$ cat config.mk
export PLATFORM = sky130hd
export DESIGN_NAME = power_window_priority_controller
export DESIGN_NICKNAME = d
export VERILOG_FILES = /design/src/rtl/pwpc_pkg.sv /design/src/rtl/power_window_priority_controller.sv
export SDC_FILE = /design/constraint.sdc
export NUM_CORES = 1
export LEC_CHECK = 0
export ABC_CLOCK_PERIOD_IN_PS = 6500
export BUFFER_PORTS_ARGS = -buffer_cell sky130_fd_sc_hd__buf_2
export CAP_MARGIN = 20
export CORE_MARGIN = 2
export CORE_UTILIZATION = 50
export DETAILED_ROUTE_END_ITERATION = 6
export PLACE_DENSITY = 0.79
export SYNTH_ARGS = -nofsm -noshare
export SYNTH_HDL_FRONTEND = slang
export SYNTH_SLANG_ARGS = --single-unit
$ cat constraint.sdc
create_clock -name clk -period 6.5 [get_ports clk]
set_clock_uncertainty 0.15 [all_clocks]
set_input_delay 0 -clock clk [delete_from_list [all_inputs] [get_ports clk]]
set_output_delay 0 -clock clk [all_outputs]
set_load 0.1 [all_outputs]
$ cat src/rtl/pwpc_pkg.sv
// Shared codes for the power window priority controller: priorities,
// motor directions, press codes, sequencer phases and register indexes.
// No dependencies.
`timescale 1ns / 1ps
`default_nettype none

package pwpc_pkg;

  localparam int unsigned TIMER_WIDTH_DEFAULT = 16;
  localparam int unsigned CFG_DATA_WIDTH      = 16;
  localparam int unsigned CFG_INDEX_WIDTH     = 2;

  localparam logic [15:0] REVERSE_TICKS_RESET = 16'd2000;
  localparam logic [15:0] PAUSE_TICKS_RESET   = 16'd100;

  localparam logic [CFG_INDEX_WIDTH-1:0] REG_REVERSE_TICKS = 2'd0;
  localparam logic [CFG_INDEX_WIDTH-1:0] REG_PAUSE_TICKS   = 2'd1;

  localparam logic [2:0] PR_IDLE          = 3'd1;
  localparam logic [2:0] PR_RIDER_AUTO    = 3'd2;
  localparam logic [2:0] PR_RIDER_MANUAL  = 3'd3;
  localparam logic [2:0] PR_DRIVER_AUTO   = 3'd4;
  localparam logic [2:0] PR_DRIVER_MANUAL = 3'd5;
  localparam logic [2:0] PR_EMERGENCY     = 3'd6;

  localparam logic [1:0] DIR_UP   = 2'd0;
  localparam logic [1:0] DIR_DOWN = 2'd1;
  localparam logic [1:0] DIR_STOP = 2'd2;

  localparam logic [1:0] PH_IDLE    = 2'd0;
  localparam logic [1:0] PH_MOVING  = 2'd1;
  localparam logic [1:0] PH_PAUSE   = 2'd2;
  localparam logic [1:0] PH_REVERSE = 2'd3;

  localparam logic [2:0] EV_NONE        = 3'd0;
  localparam logic [2:0] EV_DRIVER_UP   = 3'd1;
  localparam logic [2:0] EV_DRIVER_DOWN = 3'd2;
  localparam logic [2:0] EV_RIDER_UP    = 3'd3;
  localparam logic [2:0] EV_RIDER_DOWN  = 3'd4;

  typedef struct packed {
    logic [1:0] motor_drive;
    logic       emergency_active;
    logic [2:0] owner_priority;
  } result_t;

endpackage

`default_nettype wire

$ cat src/rtl/power_window_priority_controller.sv
// Power window priority controller with obstacle reversal.
// Depends on pwpc_pkg for codes and the result type.
//
// Usage:
//   Input channel (in_valid / in_stall): one transaction per sample carries
//   the qualified press, button levels, limit switches, obstacle, lock line
//   and the time tick. Output channel (out_valid / out_stall): one result
//   transaction per input: motor drive, emergency flag and owner priority.
//   Configuration channel (cfg_valid / cfg_ready): index 0 reverse_ticks,
//   index 1 pause_ticks; other indexes are taken and dropped. Always ready.
//   Each taken input's result is registered in the output buffer.
//   Throughput: one transaction per cycle while in_stall is low; the control
//   state updates from the registered state and the incoming sample.
//   Stall: a two-entry output buffer (result register plus skid) lets one
//   more input be taken while a result waits; in_stall rises only when
//   both entries are full.
//   Reset: synchronous rst returns the controller to idle with the motor
//   stopped, priority 1, registers at 2000 and 100, and empties the buffer.
`timescale 1ns / 1ps
`default_nettype none

module power_window_priority_controller #(
  parameter int unsigned TIMER_WIDTH = pwpc_pkg::TIMER_WIDTH_DEFAULT
) (
  input  wire logic                                 clk,
  input  wire logic                                 rst,
  input  wire logic                                 cfg_valid,
  output logic                                      cfg_ready,
  input  wire logic [pwpc_pkg::CFG_INDEX_WIDTH-1:0] cfg_index,
  input  wire logic [pwpc_pkg::CFG_DATA_WIDTH-1:0]  cfg_data,
  input  wire logic                                 in_valid,
  output logic                                      in_stall,
  input  wire logic [2:0]                           press_event,
  input  wire logic                                 press_held,
  input  wire logic                                 driver_up_level,
  input  wire logic                                 driver_down_level,
  input  wire logic                                 rider_up_level,
  input  wire logic                                 rider_down_level,
  input  wire logic                                 top_reached,
  input  wire logic                                 bottom_reached,
  input  wire logic                                 obstacle,
  input  wire logic                                 lock_line,
  input  wire logic                                 tick,
  output logic                                      out_valid,
  input  wire logic                                 out_stall,
  output logic [1:0]                                motor_drive,
  output logic                                      emergency_active,
  output logic [2:0]                                owner_priority
);

  import pwpc_pkg::*;

  typedef struct packed {
    logic [2:0]             active_priority;
    logic [1:0]             motor_direction;
    logic [1:0]             phase;
    logic [2:0]             job_source;
    logic                   job_manual;
    logic [TIMER_WIDTH-1:0] emergency_timer;
  } ctrl_t;

  logic [CFG_DATA_WIDTH-1:0] reverse_ticks;
  logic [CFG_DATA_WIDTH-1:0] pause_ticks;
  ctrl_t                     ctrl;
  ctrl_t                     ctrl_next;
  result_t                   res_next;
  result_t                   out_res;
  result_t                   skid_res;
  logic                      skid_valid;
  logic                      in_accept;
  logic                      out_take;

  function automatic logic [TIMER_WIDTH-1:0] clamp_timer(input logic [CFG_DATA_WIDTH-1:0] v);
    logic [TIMER_WIDTH-1:0] c;
    if ((TIMER_WIDTH < CFG_DATA_WIDTH) && ((v >> TIMER_WIDTH) != '0)) begin
      c = '1;
    end else begin
      c = TIMER_WIDTH'(v);
    end
    return c;
  endfunction

  function automatic ctrl_t idle_state(input ctrl_t s);
    ctrl_t r;
    r                 = s;
    r.phase           = PH_IDLE;
    r.motor_direction = DIR_STOP;
    r.active_priority = PR_IDLE;
    r.job_source      = EV_NONE;
    r.job_manual      = 1'b0;
    return r;
  endfunction

  assign cfg_ready = 1'b1;
  assign in_stall  = skid_valid;
  assign in_accept = in_valid && !skid_valid;
  assign out_take  = out_valid && !out_stall;

  always_ff @(posedge clk) begin
    if (rst) begin
      reverse_ticks <= REVERSE_TICKS_RESET;
      pause_ticks   <= PAUSE_TICKS_RESET;
    end else if (cfg_valid && cfg_ready) begin
      case (cfg_index)
        REG_REVERSE_TICKS: reverse_ticks <= cfg_data;
        REG_PAUSE_TICKS:   pause_ticks   <= cfg_data;
        default: ;
      endcase
    end
  end

  always_comb begin
    logic                   driver;
    logic                   want_up;
    logic [2:0]             pr;
    logic [1:0]             opposite;
    logic                   level;
    logic                   released;
    logic [TIMER_WIDTH-1:0] rev;
    logic [TIMER_WIDTH-1:0] dec;

    ctrl_next = ctrl;
    driver    = (press_event == EV_DRIVER_UP) || (press_event == EV_DRIVER_DOWN);
    want_up   = (press_event == EV_DRIVER_UP) || (press_event == EV_RIDER_UP);
    pr        = driver ? (press_held ? PR_DRIVER_MANUAL : PR_DRIVER_AUTO)
                       : (press_held ? PR_RIDER_MANUAL : PR_RIDER_AUTO);
    opposite  = want_up ? DIR_DOWN : DIR_UP;
    rev       = clamp_timer(reverse_ticks);
    dec       = ctrl.emergency_timer - TIMER_WIDTH'(1);
    level     = 1'b0;
    released  = 1'b0;

    case (ctrl.phase)
      PH_PAUSE: begin
        if (ctrl.emergency_timer == '0) begin
          ctrl_next.phase           = PH_REVERSE;
          ctrl_next.motor_direction = DIR_DOWN;
          ctrl_next.emergency_timer = rev;
          if (bottom_reached || (rev == '0)) begin
            ctrl_next = idle_state(ctrl_next);
          end
        end else if (tick) begin
          ctrl_next.emergency_timer = dec;
        end
      end
      PH_REVERSE: begin
        ctrl_next.motor_direction = DIR_DOWN;
        if (bottom_reached || (ctrl.emergency_timer == '0)) begin
          ctrl_next = idle_state(ctrl_next);
        end else if (tick) begin
          ctrl_next.emergency_timer = dec;
          if (dec == '0) begin
            ctrl_next = idle_state(ctrl_next);
          end
        end
      end
      default: begin
        if ((press_event inside {[EV_DRIVER_UP:EV_RIDER_DOWN]}) && !(!driver && lock_line)
            && (pr > ctrl.active_priority)) begin
          if (ctrl.motor_direction == opposite) begin
            ctrl_next = idle_state(ctrl_next);
          end else begin
            ctrl_next.active_priority = pr;
            ctrl_next.phase           = PH_MOVING;
            ctrl_next.job_source      = press_event;
            ctrl_next.job_manual      = press_held;
          end
        end

        if (ctrl_next.phase == PH_MOVING) begin
          case (ctrl_next.job_source)
            EV_DRIVER_UP:   level = driver_up_level;
            EV_DRIVER_DOWN: level = driver_down_level;
            EV_RIDER_UP:    level = rider_up_level;
            default:        level = rider_down_level;
          endcase
          released = ctrl_next.job_manual && !level;
          if ((ctrl_next.job_source == EV_DRIVER_UP) || (ctrl_next.job_source == EV_RIDER_UP))
          begin
            if (obstacle) begin
              ctrl_next.phase           = PH_PAUSE;
              ctrl_next.motor_direction = DIR_STOP;
              ctrl_next.active_priority = PR_EMERGENCY;
              ctrl_next.job_source      = EV_NONE;
              ctrl_next.job_manual      = 1'b0;
              ctrl_next.emergency_timer = clamp_timer(pause_ticks);
            end else if (top_reached || released) begin
              ctrl_next = idle_state(ctrl_next);
            end else begin
              ctrl_next.motor_direction = DIR_UP;
            end
          end else begin
            if (bottom_reached || released) begin
              ctrl_next = idle_state(ctrl_next);
            end else begin
              ctrl_next.motor_direction = DIR_DOWN;
            end
          end
        end else begin
          ctrl_next = idle_state(ctrl_next);
        end
      end
    endcase

    res_next.motor_drive      = ctrl_next.motor_direction;
    res_next.emergency_active = (ctrl_next.phase == PH_PAUSE) || (ctrl_next.phase == PH_REVERSE);
    res_next.owner_priority   = ctrl_next.active_priority;
  end

  always_ff @(posedge clk) begin
    if (rst) begin
      ctrl <= idle_state(ctrl_t'('0));
    end else if (in_accept) begin
      ctrl <= ctrl_next;
    end
  end

  always_ff @(posedge clk) begin
    if (rst) begin
      out_valid  <= 1'b0;
      skid_valid <= 1'b0;
    end else if (out_take || !out_valid) begin
      if (skid_valid) begin
        out_res    <= skid_res;
        out_valid  <= 1'b1;
        skid_valid <= 1'b0;
      end else if (in_accept) begin
        out_res   <= res_next;
        out_valid <= 1'b1;
      end else begin
        out_valid <= 1'b0;
      end
    end else if (in_accept) begin
      skid_res   <= res_next;
      skid_valid <= 1'b1;
    end
  end

  assign motor_drive      = out_res.motor_drive;
  assign emergency_active = out_res.emergency_active;
  assign owner_priority   = out_res.owner_priority;

  a_skid_behind_out: assert property (@(posedge clk) disable iff (rst)
    skid_valid |-> out_valid)
    else $error("skid entry held without a pending result");

  a_emergency_owner: assert property (@(posedge clk) disable iff (rst)
    (out_valid && emergency_active) |-> (owner_priority == PR_EMERGENCY))
    else $error("emergency result without emergency priority");

  a_idle_consistent: assert property (@(posedge clk) disable iff (rst)
    (ctrl.phase == PH_IDLE) |-> ((ctrl.motor_direction == DIR_STOP)
                                 && (ctrl.active_priority == PR_IDLE)))
    else $error("idle phase with motor running or priority held");

  a_pause_stopped: assert property (@(posedge clk) disable iff (rst)
    (ctrl.phase == PH_PAUSE) |-> ((ctrl.motor_direction == DIR_STOP)
                                  && (ctrl.active_priority == PR_EMERGENCY)))
    else $error("motor running during obstacle pause");

endmodule

`default_nettype wire

After elaboration in Yosys (flattened, before gate mapping)
Index checks and enable logic that the tools add are counted.
{"block": "totals", "register_bits": 73, "latch_bits": 0, "mem_bits_rw": 0, "romBits": 0, "input_bits": 36, "out_inout_bits": 9, "word_cells": 110, "n_memories": 0}
{"block": "classes", "add_sub_neg": 1, "multipliers": 0, "n_div": 0, "order_cmp": 3, "n_eq_ne": 20, "n_shift": 0, "muxes": 33, "n_bitwise": 2, "reduce_logical": 35}
{"op": "2-to-1 mux 27 bit", "count": 9}
{"op": "one-hot mux 27 bit (2 select lines)", "count": 1}
{"op": "zero test 16 bit", "count": 3}
{"op": "2-to-1 mux 22 bit", "count": 2}
{"op": "2-to-1 mux 16 bit", "count": 2}
{"op": "subtractor 16 x 1 -> 16 bit, second input constant", "count": 1}
{"op": "equality test 3 x 2 -> 1 bit, second input constant", "count": 4}
{"op": "2-to-1 mux 3 bit", "count": 4}
{"op": "2-to-1 mux 6 bit", "count": 2}
{"op": "2-to-1 mux 11 bit", "count": 1}
{"op": "logical OR 1 bit", "count": 9}
{"op": "!= test 3 bit, second input constant", "count": 3}
{"op": "equality test 2 bit, second input constant", "count": 4}
{"op": "!= test 2 bit, second input constant", "count": 4}
{"op": "logical AND 1 bit", "count": 7}
{"op": "2-to-1 mux 1 bit", "count": 7}
{"op": "equality test 3 x 1 -> 1 bit, second input constant", "count": 2}
{"op": "zero test 1 bit", "count": 6}
{"op": "2-to-1 mux 2 bit", "count": 3}
{"op": "AND reduction 3 bit", "count": 2}
{"op": "2-to-1 mux 5 bit", "count": 1}
{"op": "AND reduction 5 bit", "count": 1}
{"op": "equality test 2 x 1 -> 1 bit, second input constant", "count": 2}
{"op": "AND reduction 2 bit", "count": 2}
{"op": "other kinds (10)", "count": 12}

Logic depth before layout (Yosys ltp)
{"block": "depth", "depth_word": 25, "mapped_depth": 14, "ltp_nobuf": 11}

Least setup slack after synthesis
OpenSTA, ideal clock, no wires.
{"block": "synth_path", "kind": "flip-flop to flip-flop", "startpoint": "register ctrl[0] (netlist name)", "endpoint": "register out_res, in the netlist owner_priority[2] (data pin)", "setup_ps": 260, "t_arrival_ps": 2475, "t_required_ps": 6090, "setup_slack_ps": 3615, "path_stages_with_launch": 10, "n_path_buf": 1, "synth_period_minus_slack_ps": 2885, "cell_sequence": "dfxtp_1 inv_1 ha_1 clkbuf_1 o211a_1 o311a_1 o41ai_2 a21oi_2 a211o_1 mux2_2"}
{"item": "from (decl)", "line": "power_window_priority_controller.sv:64", "source": "ctrl_t ctrl;"}
{"item": "from (signal assigned)", "line": "power_window_priority_controller.sv:212", "source": "ctrl <= idle_state(ctrl_t'('0));"}
{"item": "from (signal assigned)", "line": "power_window_priority_controller.sv:214", "source": "ctrl <= ctrl_next;"}
{"item": "to (signal assigned)", "line": "power_window_priority_controller.sv:224", "source": "out_res <= skid_res;"}
{"item": "to (signal assigned)", "line": "power_window_priority_controller.sv:228", "source": "out_res <= res_next;"}
{"item": "to (decl)", "line": "power_window_priority_controller.sv:67", "source": "result_t out_res;"}

==> results.tsv <==
stage	metric	value	unit
placed_design	Setup WS pre-CTS	3.00	ns
timing	Final min period	3.37	ns
cells_and_area	Storage cell area	1580	um^2
min_path	worst hold endpoint	reverse_ticks[11]	
timing	Final TNS setup	0	ns
drt	Vias	4033	
cts	CTS max path bufs	2	
yosys	synthesized instance count	508	
grt	number of global-route vias before repair	3659	
cts	root buffer cell	clkbuf_8	
cts	H-tree lvl count	3	
worst_setup_path	Arr. time, crit path	3.33	ns
worst_setup_path	worst r2r src	ctrl[0]	
timing	Max Clk Rate	297	MHz
timing	worst slew pin tran	0.913	ns
drt	overall routed net length	10.7	mm
floorplan	core box area	8590	um^2
cells_and_area	nets	597	
worst_setup_path	flop2flop setup slack	3.22	ns
yosys	Most used DFF post-synth	dfxtp_1	
cts	post_cts resized	0	
cells_and_area	multi-input logic area	2490	um^2
cells_and_area	fill count	761	
worst_setup_path	CP Max Fanout	20	
min_path	startpoint of the most critical hold path	cfg_index[0]	
cells_and_area	commonest cells after routing, fill and taps aside	nand2_1, dfxtp_1, a21oi_1	
min_path	HP Class	in2reg	
worst_setup_path	Buf/Inv on CP	4	
worst_setup_path	CP top delay family	compound AO/OA/AOI/OAI gates	
cells_and_area	commonest non-fill, non-tap cell in the layout	nand2_1	
floorplan	io pins	45	
power	Pwr Density	241	nW/um^2
worst_setup_path	slowest cell on the critical path	dlygate4sd3_1	
yosys	Seq/Total Area, Yosys	0.364	
cts	clock-pin slew on the worst setup and hold paths	0.08	ns
worst_setup_path	worst r2r path cells	9	
cts	TritonCTS clock tree	done	
placed_design	routability-driven placement congestion ratio	0.937	
power	Logic pwr share	0.263	
floorplan	die height	97.2	um
power	clock share of power	0.313	
floorplan	die area	9460	um^2
grt	GRT overflow	0	
yosys	Post-synth EDFFs	12	
power	maximum vdd drop	0.166	mV
drt	drt first pass iters	6	
worst_setup_path	crit path cell chain	dlygate4sd3_1 > buf_2 > xnor2_1 > nor2_1 > ha_1 > inv_1 > a221oi_1 > o21ai_2 > o21ai_0 > a21o_2 > nor2_1 > buf_4 > or2_2 > mux2_2	
power	leakage	1.87	nW
power	net switching power	389	uW
timing	Pins Over Slew Limit	0	
grt	largest net degree at the start of global routing	48	
timing	Final Hold Fails	0	
worst_setup_path	WP data required	6.46	ns
drt	1st-iter DRT viols	409	
drt	Vias/cell	6.02	
drt	Post-DRT Antenna Nets	0	
timing	Max-slew headroom	0.387	
timing	unrepaired setup endpoints after global routing	no	
floorplan	num rows	34	
grt	initial antenna violation count	0	
yosys	Seq cells post-synth	73	
cts	Num Clock Sinks	73	
cts	cts hold-fix bufs	23	
timing	final worst slack	3.13	ns
grt	Global Route Usage Sum	0.224	
min_path	Hold Path Depth	5	
worst_setup_path	crit start category	primary input	
worst_setup_path	Crit path largest cell delay	0.54	ns
yosys	Mapped Area	4350	um^2
placed_design	DP Wirelength	7.31	mm
cells_and_area	ANT cells	0	
yosys	synth unique cells	90	
worst_setup_path	Critical Path Most Common Cell	nor2_1	
cts	CTS buffer count	9	
cells_and_area	layout cells sized above 1	0.199	
drt	DRC	0	
yosys	Post-Syn Nets	548	
yosys	asr flop ratio synth	0	
power	Switching Fraction	0.323	
placed_design	Port Buf Inserts	43	
worst_setup_path	FF-to-FF End	owner_priority[2]	
power	Int Power	815	uW
power	Reg power frac	0.423	
cells_and_area	area added between synthesis and finish	14.8	%
cts	worst skew pair latency	0.35	ns
floorplan	Initial Util	0.506	
grt	first-pass GRT wire length	17.6	mm
cells_and_area	Post-Route Utilization	0.581	
worst_setup_path	crit path kind	in2reg	
yosys	Yosys warning total	0	
yosys	Syn Area/Cell	8.56	um^2
drt	Routed WL per cell	16.0	um
timing	hold slack	0.0125	ns
job	max-cap violations	0	
timing	final setup violation count	0	
worst_setup_path	crit end category	flop	
run_status	status	finished, final reports clean	
cts	postcts setup bufs	0	
timing	period utilisation layout	0.518	
floorplan	Die Wd	97.2	um
sequential cells by signal, indices dropped and copies added (netlist names):
signal / flops
skid_res: 6
motor_drive: 2
reverse_ticks: 16
owner_priority: 3
ctrl: 27
emergency_active: 1
out_valid: 1
in_stall: 1
pause_ticks: 16
area by class of cell:
class | count | area share
clock buffers | 12 | 0.0331
clock inverters | 4 | 0.00953
inverters | 18 | 0.0135
multi-input cells | 384 | 0.499
flip-flops and latches | 73 | 0.317
well taps | 108 | 0.0271
repair buffers | 71 | 0.101
Yosys cell counts (6+ instances only):
cell	number	area, um^2
o21ai_1	10	50.1
xnor2_1	10	87.6
inv_1	18	67.6
buf_6	6	67.6
nor3_1	10	50.1
xor2_1	7	61.3
a211oi_2	7	87.6
clkbuf_1	14	52.6
a21oi_1	45	225
edfxtp_1	12	360
nand2_1	82	308
o21ai_0	14	70.1
nor2_1	39	146
dfxtp_1	61	1220
nand3_1	18	90.1
a221oi_1	16	140
power groups by stage:
stage / combinational (mW) / clock (mW) / sequential [mW]
floorplan: 0.230 / 0 / 0.528
global route: 0.345 / 0.400 / 0.512
CTS: 0.310 / 0.381 / 0.508
detailed placement: 0.296 / 0 / 0.519
global placement: 0.291 / 0 / 0.518
finish: 0.317 / 0.377 / 0.510
tightest hold or removal path: cells and delay by family:
family / cells / cell delay (ns)
buf+inv: 2 / 0.30
simple gates: 2 / 0.13
compound gates: 1 / 0.05
stage by stage:
stage          cell area, um^2  cells  total power [mW]
6_report                  4990    670              1.20
5_1_grt                   4990    670              1.26
4_1_cts                   4960    669              1.20
3_5_place_dp              4520    630             0.815
2_1_floorplan             4350    508             0.757
3_3_place_gp              4520    630             0.809
routing by layer:
layer | share of wire | global-route usage | wire length (um)
met1 | 0.44 | 0.315 | 4710
met2 | 0.48 | 0.354 | 5090
met5 | 0 | 0 | 0
met4 | 0.011 | 0.0705 | 114
met3 | 0.074 | 0.0374 | 790
cells by family (layout without fill, tap and decap cells):
group,Yosys count,after routing,share of synthesized area
adder cells (fa/ha/maj),4,4,0.0115
other,1,1,0.000863
flip-flops,73,73,0.364
multiplexers,8,8,0.0210
XOR/XNOR,17,17,0.0343
AND/OR/NAND/NOR,206,206,0.238
buffers and inverters,51,105,0.0630
AO/OA/AOI/OAI,148,148,0.267
worst max-delay path by stage:
stage                    from           endpoint  slack (ns)  cells past startpoint
5_1_grt        press_event[1]           ctrl[10]        2.86                     14
6_report       press_event[1]   emergency_active        3.13                     14
2_1_floorplan         ctrl[0]  owner_priority[2]        3.62                      9
3_3_place_gp   press_event[1]           ctrl[14]        3.18                     12
4_1_cts        press_event[1]           ctrl[14]        2.80                     13
3_5_place_dp   press_event[1]           ctrl[11]        3.00                     12
Note: power is estimated with default switching activity, not from simulation.
